**config.mk**
```make
export PLATFORM = sky130hd
export DESIGN_NAME = accel_fall_detector_flat
export DESIGN_NICKNAME = d
export VERILOG_FILES = /design/src/rtl/afd_pkg.sv /design/src/rtl/afd_if.sv /design/src/rtl/afd_isqrt.sv /design/src/rtl/accel_fall_detector.sv /design/src/flat_wrapper.sv
export SDC_FILE = /design/constraint.sdc
export NUM_CORES = 2
export LEC_CHECK = 0
export BUFFER_PORTS_ARGS = -buffer_cell sky130_fd_sc_hd__buf_2
export CAP_MARGIN = 30
export CORE_MARGIN = 5
export CORE_UTILIZATION = 63
export CTS_CLUSTER_DIAMETER = 200
export DETAILED_ROUTE_END_ITERATION = 7
export GPL_TIMING_DRIVEN = 1
export PLACE_DENSITY = 0.8
export SLEW_MARGIN = 20
export SYNTH_ARGS = -nofsm -noshare
export SYNTH_HDL_FRONTEND = slang
export SYNTH_SLANG_ARGS = --single-unit
```
**constraint.sdc**
```tcl
create_clock -name clk -period 4.9 [get_ports clk]
set_input_delay 0.245 -clock clk [delete_from_list [all_inputs] [get_ports clk]]
set_output_delay 0.245 -clock clk [all_outputs]
set_load 0.02 [all_outputs]
```
**src/rtl/afd_pkg.sv**
```systemverilog
// ----------------------------------------------------------------------------
// afd_pkg
// Shared widths, reset values, codes and types of the accelerometer fall
// detector.
// ----------------------------------------------------------------------------
package afd_pkg;

    localparam int ACCEL_W    = 16;
    localparam int OP_W       = 2;
    localparam int DEV_W      = 16;
    localparam int ROOT_W     = 16;
    localparam int REM_W      = ROOT_W + 1;
    localparam int ROOT_STEPS = ROOT_W;
    localparam int ENTRY_W    = 15;
    localparam int ENTRY_MAX_INT = 32767;
    localparam int FTHR_W     = 15;
    localparam int CNT_W      = 16;
    localparam int SUM_OUT_W  = 22;
    localparam int CFG_IDX_W  = 2;
    localparam int CFG_DATA_W = 16;

    localparam int WINDOW_LEN_DEF = 100;

    localparam logic [ENTRY_W-1:0]   ENTRY_MAX   = '1;
    localparam logic [SUM_OUT_W-1:0] SUM_OUT_MAX = '1;
    localparam logic [CNT_W-1:0]     CNT_MAX     = '1;

    localparam logic signed [ACCEL_W-1:0] GRAVITY_RST = 16'sd15695;
    localparam logic [DEV_W-1:0]          LIMIT_RST   = 16'd10000;
    localparam logic [FTHR_W-1:0]         FTHR_RST    = 15'd2560;
    localparam logic [CNT_W-1:0]          HOLDOFF_RST = 16'd1000;

    typedef logic [OP_W-1:0]      op_t;
    typedef logic [CFG_IDX_W-1:0] cfg_idx_t;

    localparam op_t OP_SAMPLE = 2'd0;
    localparam op_t OP_TICK   = 2'd1;
    localparam op_t OP_DONE   = 2'd2;

    localparam cfg_idx_t REG_GRAVITY = 2'd0;
    localparam cfg_idx_t REG_LIMIT   = 2'd1;
    localparam cfg_idx_t REG_FTHR    = 2'd2;
    localparam cfg_idx_t REG_HOLDOFF = 2'd3;

    typedef struct packed {
        logic             start;
        logic [DEV_W-1:0] dev;
    } isqrt_req_t;

    typedef struct packed {
        logic              done;
        logic [ROOT_W-1:0] root;
    } isqrt_rsp_t;

endpackage

```
**src/rtl/afd_if.sv**
```systemverilog
// ----------------------------------------------------------------------------
// afd_if
// Valid/ready channels of the fall detector: input items, results and
// configuration writes.
// ----------------------------------------------------------------------------
interface afd_item_if;
    import afd_pkg::*;

    logic                      valid;
    logic                      ready;
    logic [OP_W-1:0]           op;
    logic signed [ACCEL_W-1:0] accel_z;

    modport source (output valid, output op, output accel_z, input ready);
    modport sink   (input valid, input op, input accel_z, output ready);
endinterface

interface afd_result_if;
    import afd_pkg::*;

    logic                 valid;
    logic                 ready;
    logic                 fall_detected;
    logic [SUM_OUT_W-1:0] window_sum;

    modport source (output valid, output fall_detected, output window_sum, input ready);
    modport sink   (input valid, input fall_detected, input window_sum, output ready);
endinterface

interface afd_cfg_if;
    import afd_pkg::*;

    logic                  valid;
    logic                  ready;
    logic [CFG_IDX_W-1:0]  index;
    logic [CFG_DATA_W-1:0] data;

    modport source (output valid, output index, output data, input ready);
    modport sink   (input valid, input index, input data, output ready);
endinterface

```
**src/rtl/afd_isqrt.sv**
```systemverilog
// ----------------------------------------------------------------------------
// afd_isqrt
// Digit-serial integer square root of dev * 2^16, two radicand bits per cycle.
// ----------------------------------------------------------------------------
module afd_isqrt (
    input  logic                clk,
    input  logic                rst_n,
    input  afd_pkg::isqrt_req_t req,
    output afd_pkg::isqrt_rsp_t rsp
);
    import afd_pkg::*;

    localparam int STEP_W = $clog2(ROOT_STEPS);
    localparam logic [STEP_W-1:0] LAST_STEP = STEP_W'(ROOT_STEPS - 1);

    logic                busy_reg, busy_next;
    logic                done_reg, done_next;
    logic [STEP_W-1:0]   step_reg, step_next;
    logic [DEV_W-1:0]    rad_reg, rad_next;
    logic [REM_W-1:0]    rem_reg, rem_next;
    logic [ROOT_W-1:0]   root_reg, root_next;

    logic [REM_W+1:0]    rem_sh;
    logic [REM_W+1:0]    trial;
    logic [REM_W+1:0]    rem_sub;
    logic                take;

    // trial subtrahend is 4*root + 1
    assign rem_sh  = {rem_reg, rad_reg[DEV_W-1 -: 2]};
    assign trial   = {1'b0, root_reg, 2'b01};
    assign take    = (rem_sh >= trial);
    assign rem_sub = rem_sh - trial;

    always_comb
    begin
        busy_next = busy_reg;
        done_next = 1'b0;
        step_next = step_reg;
        rad_next  = rad_reg;
        rem_next  = rem_reg;
        root_next = root_reg;
        if (req.start)
        begin
            busy_next = 1'b1;
            step_next = '0;
            rad_next  = req.dev;
            rem_next  = '0;
            root_next = '0;
        end
        else if (busy_reg)
        begin
            rad_next  = {rad_reg[DEV_W-3:0], 2'b00};
            rem_next  = take ? rem_sub[REM_W-1:0] : rem_sh[REM_W-1:0];
            root_next = {root_reg[ROOT_W-2:0], take};
            step_next = step_reg + 1'b1;
            if (step_reg == LAST_STEP)
            begin
                busy_next = 1'b0;
                done_next = 1'b1;
            end
        end
    end

    always_ff @(posedge clk or negedge rst_n)
    begin
        if (!rst_n)
        begin
            busy_reg <= 1'b0;
            done_reg <= 1'b0;
            step_reg <= '0;
        end
        else
        begin
            busy_reg <= busy_next;
            done_reg <= done_next;
            step_reg <= step_next;
        end
    end

    always_ff @(posedge clk)
    begin
        rad_reg  <= rad_next;
        rem_reg  <= rem_next;
        root_reg <= root_next;
    end

    assign rsp.done = done_reg;
    assign rsp.root = root_reg;

endmodule

```
**src/rtl/accel_fall_detector.sv**
```systemverilog
// ----------------------------------------------------------------------------
// accel_fall_detector
// Moving-window fall detector on accelerometer Z samples: Q8 square root of
// the deviation from gravity, ring of contributions, threshold plus holdoff.
// ----------------------------------------------------------------------------
//  channel  dir  payload                        transaction
//  item     in   op, accel_z                    one sample, tick or seq done
//  result   out  fall_detected, window_sum      one per item
//  cfg      in   index, data                    one register write
//
//  A sample holds item.ready low through the DIFF, ABS, ROOT, SUM, DECIDE and
//  OUT states; in ROOT the two-bits-per-cycle square-root recurrence in
//  afd_isqrt runs and its root is picked up once done is seen.
//  A tick, sequence-done or unused op holds item.ready low through MISC and OUT.
//  Reset (rst_n, async) clears the window valid bits, sum, index and counter.
//  A result not taken holds the block in its output state; cfg never stalls.
// ----------------------------------------------------------------------------
module accel_fall_detector #(
    parameter int WINDOW_LEN = afd_pkg::WINDOW_LEN_DEF
) (
    input  logic         clk,
    input  logic         rst_n,
    afd_item_if.sink     item,
    afd_result_if.source result,
    afd_cfg_if.sink      cfg
);
    import afd_pkg::*;

    localparam int IDX_W = $clog2(WINDOW_LEN);
    localparam int SUM_W = $clog2(WINDOW_LEN * ENTRY_MAX_INT + 1);
    localparam int MUL_W = $clog2(WINDOW_LEN + 1);
    localparam int THR_W = FTHR_W + MUL_W;
    localparam int EXT_W = (SUM_W > SUM_OUT_W) ? SUM_W : SUM_OUT_W;
    localparam logic [IDX_W-1:0] LAST_IDX = IDX_W'(WINDOW_LEN - 1);

    localparam logic [2:0] S_IDLE   = 3'd0;
    localparam logic [2:0] S_DIFF   = 3'd1;
    localparam logic [2:0] S_ABS    = 3'd2;
    localparam logic [2:0] S_ROOT   = 3'd3;
    localparam logic [2:0] S_SUM    = 3'd4;
    localparam logic [2:0] S_DECIDE = 3'd5;
    localparam logic [2:0] S_MISC   = 3'd6;
    localparam logic [2:0] S_OUT    = 3'd7;

    logic [2:0]                state_reg, state_next;
    op_t                       op_reg, op_next;
    logic signed [ACCEL_W-1:0] accel_reg, accel_next;
    logic [ACCEL_W:0]          diff_reg, diff_next;
    logic                      in_range_reg, in_range_next;
    logic [ENTRY_W-1:0]        contrib_reg, contrib_next;

    logic signed [ACCEL_W-1:0] gravity_reg, gravity_next;
    logic [DEV_W-1:0]          limit_reg, limit_next;
    logic [FTHR_W-1:0]         fthr_reg, fthr_next;
    logic [CNT_W-1:0]          holdoff_reg, holdoff_next;
    logic [THR_W-1:0]          thr_scaled_reg;

    logic [IDX_W-1:0]          widx_reg, widx_next;
    logic [WINDOW_LEN-1:0]     vld_reg, vld_next;
    logic                      old_vld_reg;
    logic [ENTRY_W-1:0]        rd_data_reg;
    logic [ENTRY_W-1:0]        win_mem [WINDOW_LEN];
    logic                      mem_we;

    logic [SUM_W-1:0]          sum_reg, sum_next;
    logic [CNT_W-1:0]          elapsed_reg, elapsed_next;
    logic                      fall_reg, fall_next;

    logic                      out_valid_reg, out_valid_next;
    logic                      out_fall_reg;
    logic [SUM_OUT_W-1:0]      out_sum_reg;
    logic                      out_load;

    logic [ACCEL_W:0]          dev_full;
    logic [DEV_W-1:0]          dev;
    logic [ENTRY_W-1:0]        old_entry;
    logic [EXT_W-1:0]          sum_ext;
    logic [SUM_OUT_W-1:0]      sum_sat;
    logic                      detect;
    logic                      item_acc;

    isqrt_req_t                sq_req;
    isqrt_rsp_t                sq_rsp;

    afd_isqrt u_isqrt (
        .clk   (clk),
        .rst_n (rst_n),
        .req   (sq_req),
        .rsp   (sq_rsp)
    );

    assign item.ready   = (state_reg == S_IDLE);
    assign item_acc     = item.valid && item.ready;
    assign cfg.ready    = 1'b1;

    assign dev_full  = diff_reg[ACCEL_W] ? ((ACCEL_W + 1)'(0) - diff_reg) : diff_reg;
    assign dev       = dev_full[DEV_W-1:0];
    assign old_entry = old_vld_reg ? rd_data_reg : '0;

    assign sq_req.start = (state_reg == S_ABS);
    assign sq_req.dev   = dev;

    assign detect = (THR_W'(sum_reg) > thr_scaled_reg) && (elapsed_reg > holdoff_reg);

    assign sum_ext = EXT_W'(sum_reg);
    assign sum_sat = (sum_ext > EXT_W'(SUM_OUT_MAX)) ? SUM_OUT_MAX : sum_ext[SUM_OUT_W-1:0];

    assign out_load = (state_reg == S_OUT) && (!out_valid_reg || result.ready);

    always_comb
    begin
        gravity_next = gravity_reg;
        limit_next   = limit_reg;
        fthr_next    = fthr_reg;
        holdoff_next = holdoff_reg;
        if (cfg.valid && cfg.ready)
        begin
            case (cfg.index)
                REG_GRAVITY: gravity_next = cfg.data;
                REG_LIMIT:   limit_next   = cfg.data;
                REG_FTHR:    fthr_next    = cfg.data[FTHR_W-1:0];
                REG_HOLDOFF: holdoff_next = cfg.data;
                default:     ;
            endcase
        end
    end

    always_comb
    begin
        state_next    = state_reg;
        op_next       = op_reg;
        accel_next    = accel_reg;
        diff_next     = diff_reg;
        in_range_next = in_range_reg;
        contrib_next  = contrib_reg;
        widx_next     = widx_reg;
        vld_next      = vld_reg;
        sum_next      = sum_reg;
        elapsed_next  = elapsed_reg;
        fall_next     = fall_reg;
        mem_we        = 1'b0;
        case (state_reg)
            S_IDLE:
            begin
                if (item_acc)
                begin
                    op_next    = item.op;
                    accel_next = item.accel_z;
                    fall_next  = 1'b0;
                    state_next = (item.op == OP_SAMPLE) ? S_DIFF : S_MISC;
                end
            end
            S_DIFF:
            begin
                diff_next  = (ACCEL_W + 1)'($signed({accel_reg[ACCEL_W-1], accel_reg})
                           - $signed({gravity_reg[ACCEL_W-1], gravity_reg}));
                state_next = S_ABS;
            end
            S_ABS:
            begin
                // root starts here; the outgoing entry leaves the sum meanwhile
                in_range_next = (dev < limit_reg);
                sum_next      = sum_reg - SUM_W'(old_entry);
                state_next    = S_ROOT;
            end
            S_ROOT:
            begin
                if (sq_rsp.done)
                begin
                    if (!in_range_reg)
                        contrib_next = '0;
                    else if (sq_rsp.root[ROOT_W-1])
                        contrib_next = ENTRY_MAX;
                    else
                        contrib_next = sq_rsp.root[ENTRY_W-1:0];
                    state_next = S_SUM;
                end
            end
            S_SUM:
            begin
                mem_we             = 1'b1;
                vld_next[widx_reg] = 1'b1;
                sum_next           = sum_reg + SUM_W'(contrib_reg);
                widx_next          = (widx_reg == LAST_IDX) ? '0 : widx_reg + 1'b1;
                state_next         = S_DECIDE;
            end
            S_DECIDE:
            begin
                if (detect)
                begin
                    fall_next    = 1'b1;
                    vld_next     = '0;
                    sum_next     = '0;
                    elapsed_next = '0;
                end
                state_next = S_OUT;
            end
            S_MISC:
            begin
                if (op_reg == OP_TICK)
                begin
                    if (elapsed_reg != CNT_MAX)
                        elapsed_next = elapsed_reg + 1'b1;
                end
                else if (op_reg == OP_DONE)
                begin
                    elapsed_next = '0;
                end
                state_next = S_OUT;
            end
            S_OUT:
            begin
                if (out_load)
                    state_next = S_IDLE;
            end
            default:
            begin
                state_next = S_IDLE;
            end
        endcase
    end

    assign out_valid_next = out_load || (out_valid_reg && !result.ready);

    always_ff @(posedge clk or negedge rst_n)
    begin
        if (!rst_n)
        begin
            state_reg     <= S_IDLE;
            gravity_reg   <= GRAVITY_RST;
            limit_reg     <= LIMIT_RST;
            fthr_reg      <= FTHR_RST;
            holdoff_reg   <= HOLDOFF_RST;
            widx_reg      <= '0;
            vld_reg       <= '0;
            old_vld_reg   <= 1'b0;
            sum_reg       <= '0;
            elapsed_reg   <= '0;
            out_valid_reg <= 1'b0;
        end
        else
        begin
            state_reg     <= state_next;
            gravity_reg   <= gravity_next;
            limit_reg     <= limit_next;
            fthr_reg      <= fthr_next;
            holdoff_reg   <= holdoff_next;
            widx_reg      <= widx_next;
            vld_reg       <= vld_next;
            old_vld_reg   <= vld_reg[widx_reg];
            sum_reg       <= sum_next;
            elapsed_reg   <= elapsed_next;
            out_valid_reg <= out_valid_next;
        end
    end

    always_ff @(posedge clk)
    begin
        op_reg         <= op_next;
        accel_reg      <= accel_next;
        diff_reg       <= diff_next;
        in_range_reg   <= in_range_next;
        contrib_reg    <= contrib_next;
        fall_reg       <= fall_next;
        thr_scaled_reg <= THR_W'(fthr_reg) * THR_W'(WINDOW_LEN);
        if (out_load)
        begin
            out_fall_reg <= fall_reg;
            out_sum_reg  <= sum_sat;
        end
    end

    // window ring: one write port, one registered read at the ring index
    always_ff @(posedge clk)
    begin
        rd_data_reg <= win_mem[widx_reg];
        if (mem_we)
            win_mem[widx_reg] <= contrib_reg;
    end

    assign result.valid         = out_valid_reg;
    assign result.fall_detected = out_fall_reg;
    assign result.window_sum    = out_sum_reg;

endmodule

```
**src/flat_wrapper.sv**
```systemverilog
// flat-port wrapper written by rule: the top's interface ports become plain ports
module accel_fall_detector_flat import afd_pkg::*;
#(
    parameter int WINDOW_LEN = afd_pkg::WINDOW_LEN_DEF
)
  (clk, rst_n, item_valid, item_op, item_accel_z, item_ready, result_valid, result_fall_detected, result_window_sum, result_ready, cfg_valid, cfg_index, cfg_data, cfg_ready);
  afd_item_if item_i ();
  afd_result_if result_i ();
  afd_cfg_if cfg_i ();
  input  logic clk;
  input  logic rst_n;
  input wire logic [$bits(item_i.valid)-1:0] item_valid;
  input wire logic [$bits(item_i.op)-1:0] item_op;
  input wire logic [$bits(item_i.accel_z)-1:0] item_accel_z;
  output wire logic [$bits(item_i.ready)-1:0] item_ready;
  output wire logic [$bits(result_i.valid)-1:0] result_valid;
  output wire logic [$bits(result_i.fall_detected)-1:0] result_fall_detected;
  output wire logic [$bits(result_i.window_sum)-1:0] result_window_sum;
  input wire logic [$bits(result_i.ready)-1:0] result_ready;
  input wire logic [$bits(cfg_i.valid)-1:0] cfg_valid;
  input wire logic [$bits(cfg_i.index)-1:0] cfg_index;
  input wire logic [$bits(cfg_i.data)-1:0] cfg_data;
  output wire logic [$bits(cfg_i.ready)-1:0] cfg_ready;
  assign item_i.valid = item_valid;
  assign item_i.op = item_op;
  assign item_i.accel_z = item_accel_z;
  assign item_ready = item_i.ready;
  assign result_valid = result_i.valid;
  assign result_fall_detected = result_i.fall_detected;
  assign result_window_sum = result_i.window_sum;
  assign result_i.ready = result_ready;
  assign cfg_i.valid = cfg_valid;
  assign cfg_i.index = cfg_index;
  assign cfg_i.data = cfg_data;
  assign cfg_ready = cfg_i.ready;
  accel_fall_detector #(.WINDOW_LEN(WINDOW_LEN)) u_core (.clk(clk), .rst_n(rst_n), .item(item_i), .result(result_i), .cfg(cfg_i));
endmodule
```
==> impl_metrics.py <==
metrics = {
    "run_status": {
        "outcome": "complete, no violations",
    },
    "logic_synthesis": {
        "syn_inst": 4828,
        "synth_fa_ha_area_share_pct": 3.05,
        "synth_compound_area_share_pct": 13.8,
        "yosysTopAreaCell": "edfxtp_1",
        "syn_area_per_cell_um2": 15.5,
        "async_flop_share_pct": 11.7,
        "synthFlopType": "edfxtp_1",
        "synthMuxAreaShare_pct": 1.82,
        "synthSimpleGateAreaFrac_pct": 4.76,
        "synth_area_um2": 74700,
        "syn_nets": 5044,
        "yosys.area_share.xor_xnor_pct": 0.950,
        "yosysUniqueCellTypes": 92,
        "synth_top_family_by_area": "compound AO/OA/AOI/OAI gates",
        "synth_seq_cells": 1878,
        "synthTopCellsByCount": "1591 x edfxtp_1, 485 x a22oi_1, 217 x nor2_1, 196 x dfrtp_1, 192 x clkbuf_1",
        "netlist_top_cells_area": "edfxtp_1 64%, dfrtp_1 6.6%, a22oi_1 4.9%",
        "synth_top_area_share_pct": 64.0,
        "synth_most_common_cell": "edfxtp_1",
        "synth_seq_area_share_pct": 73.1,
        "synth-warning-count": 0,
        "synth_edf_count": 1591,
    },
    "place": {
        "portBuffers": 65,
        "dp.cells": 6392,
        "gp_congestion": 0.993,
        "dp_slack_ns": 0.522,
        "hpwlAfterDp_um": 118000,
    },
    "global_routing": {
        "grt_max_degree": 114,
        "grt_overflow": 0,
        "grt_antenna_before_repair": 3,
        "first_global_vias": 46678,
        "groute.usage.overall_pct": 31.9,
        "grt_pass1_wl_um": 299000,
    },
    "setup_path": {
        "worst-path-max-fanout": 7,
        "worstPathArrival_ns": 5.17,
        "slowest_stage": "or4_1",
        "path_cells": "or4_4 -> or4_1 -> or3_1 -> a32o_1 -> ha_1 -> a21o_1 -> a221oi_1 -> a31oi_1 -> o21bai_1 -> a311o_1 -> o311ai_1 -> o21ai_1 -> a21oi_2",
        "r2r_setup_slack_ns": 0.46,
        "start_kind": "flop",
        "critical-path-top-delay-family": "compound AO/OA/AOI/OAI gates",
        "max_stage_delay_ns": 0.63,
        "critPathBufInv": 0,
        "worstPathRequired_ns": 5.62,
        "worstSetupPathType": "reg2reg",
        "cp-end-kind": "flop",
    },
    "routing": {
        "first_iter_violations": 7898,
        "drc": 0,
        "drtAntennaViolNets": 0,
        "wl_per_cell_um": 29.9,
        "wl_um": 203000,
        "vias": 47843,
        "via_per_inst": 7.06,
        "dr.pass1.iters": 6,
    },
    "finish": {
        "final_util_pct": 71.7,
        "area_growth_pct": 13.2,
        "drive_above_1_share_pct": 13.7,
        "largest_reg_flops": 1500,
        "seqCellArea_um2": 54700,
        "final.fill_count": 6939,
        "finalNonFillerCells": 6780,
        "finalNetCount": 5302,
        "multiInputGateArea_um2": 18300,
    },
    "power": {
        "p_leak_nw": 29.5,
        "ir_worst_vdd_uv": 365,
        "power.density_nw_per_um2": 444,
    },
    "clock_tree": {
        "postCtsSetupBuffers": 0,
        "cts_tree": "done",
        "numCtsBuffers": 177,
        "clk_pin_slew_ns": 0.06,
        "clock_sinks": 1878,
        "cts-htree-levels": 4,
        "worstSkewPairLatency_ns": 0.80,
        "clock_path_buffers": 3,
        "clock-root-buffer": "clkbuf_16",
    },
    "floorplan": {
        "die_w_um": 354,
        "die_y_um": 354,
        "coreArea_um2": 118000,
        "io_pins": 67,
        "rows": 126,
        "initial_core_util_pct": 63.4,
        "die_area_um2": 126000,
    },
    "sta": {
        "min_period_over_period_pct": 90.7,
        "final_max_slew_viol_count": 0,
        "rsz0062_at_grt": "no",
        "max_freq_mhz": 225,
        "tightestPinTransition_ns": 1.17,
        "min_period_ns": 4.44,
        "finalSetupViolations": 0,
        "hold_violations": 0,
        "tns_ns": 0,
        "relSlewSlack_pct": 21.9,
        "setup_slack_ns": 0.455,
        "skew_ns": 0.0384,
    },
    "min_path": {
        "min_path_type": "in2reg",
    },
    "run": {
        "maxCapViolations": 0,
    },
}
-- final timing paths --
path	startpoint	endpoint	cells after the start
worst min-delay path	cfg_index[0]	u_core.gravity_reg[4]$_DFFE_PN0P_	4
worst max-delay path	u_core.rd_data_reg[8]$_DFF_P_	u_core.sum_ext[21]$_DFFE_PN0P_	13
worst min register to register	u_core.fall_reg$_DFFE_PP_	u_core.result.fall_detected$_DFFE_PP_	0
max in group asynchronous	rst_n	u_core.gravity_reg[14]$_DFFE_PN0P_	3
min in group asynchronous	rst_n	u_core.vld_reg[59]$_DFFE_PN0P_	2
worst max register to register	u_core.rd_data_reg[8]$_DFF_P_	u_core.sum_ext[21]$_DFFE_PN0P_	13
-- report_power, final --
part	internal [W]	total, W	switching, W
combinational	0.00223	0.00535	0.00312
clock	0.00774	0.0137	0.00594
sequential	0.0180	0.0186	0.000518
-- through the flow --
| stage | power [W] | hold WS, ns | instance area, um^2 |
|---|---|---|---|
| finish | 0.0376 | 0.0329 | 84600 |
| global route | 0.0390 | 0.0464 | 84600 |
| CTS | 0.0376 | 0.00441 | 84400 |
| detailed placement | 0.0240 | 0.381 | 78100 |
| global placement | 0.0238 | 0.375 | 78000 |
| floorplan | 0.0227 | -0.0506 | 74700 |
-- routing by layer --
metal / part of all wire (%) / track usage, % / routed length, um
met5: 0.0064 / 0 / 13
met2: 45 / 48.1 / 92000
met4: 4.9 / 14.2 / 9950
met3: 14 / 9.12 / 27800
met1: 36 / 44.2 / 73300
-- cells by family after synthesis --
kind of cell,Yosys count
adders and majority gates,175
other,1
AOI/OAI and AO/OA,1400
and+or+nand+nor,730
xor gates and xnor gates,81
buffers and inverters,460
DFF,1878
muxes,103
-- cells in the final DEF, fill, tap and decap left out, types with 56 or more instances in the layout --
| master | netlist | layout |
|---|---|---|
| a21oi_1 | 104 | 103 |
| a221oi_1 | 151 | 151 |
| a22o_1 | 157 | 157 |
| a22oi_1 | 485 | 485 |
| a31oi_1 | 94 | 94 |
| buf_2 | 73 | 65 |
| buf_4 | 2 | 237 |
| clkbuf_16 | 0 | 182 |
| dfrtp_1 | 196 | 193 |
| dfxtp_1 | 68 | 68 |
| edfxtp_1 | 1591 | 1591 |
| ha_1 | 163 | 163 |
| inv_1 | 160 | 160 |
| nand2_1 | 172 | 172 |
| nand3_1 | 63 | 63 |
| nand4_1 | 108 | 108 |
| nor2_1 | 217 | 215 |
| o21a_1 | 128 | 128 |
| o21ai_0 | 74 | 74 |
| o21ai_1 | 62 | 62 |
| xnor2_1 | 56 | 56 |
-- worst reg2reg max path, cell delays in order, from the launching register on --
cell and delay (ns):
dfxtp_1 0.34, or4_4 0.55, or4_1 0.63, or3_1 0.36, a32o_1 0.27, ha_1 0.36
a21o_1 0.20, a221oi_1 0.36, a31oi_1 0.12, o21bai_1 0.23, a311o_1 0.43, o311ai_1 0.25
o21ai_1 0.12, a21oi_2 0.16
-- area by class of cell --
class / count / share of cell area (%)
timing repair buffer: 379 / 3.86
sequential: 1878 / 64.6
inverter: 160 / 0.710
tap: 1536 / 2.27
clock inverter: 88 / 1.06
clock buffer: 247 / 5.85
multi-input combinational: 2490 / 21.6
antenna: 2 / 0.00592
-- timing repair --
action | CTS | global route
hold buffers | 42 | 0
resized for setup | 0 | 0
endpoints found under the hold margin | 191 | 0
setup endpoints to repair | 0 | 0
Power figures use the tool's default switching activity.
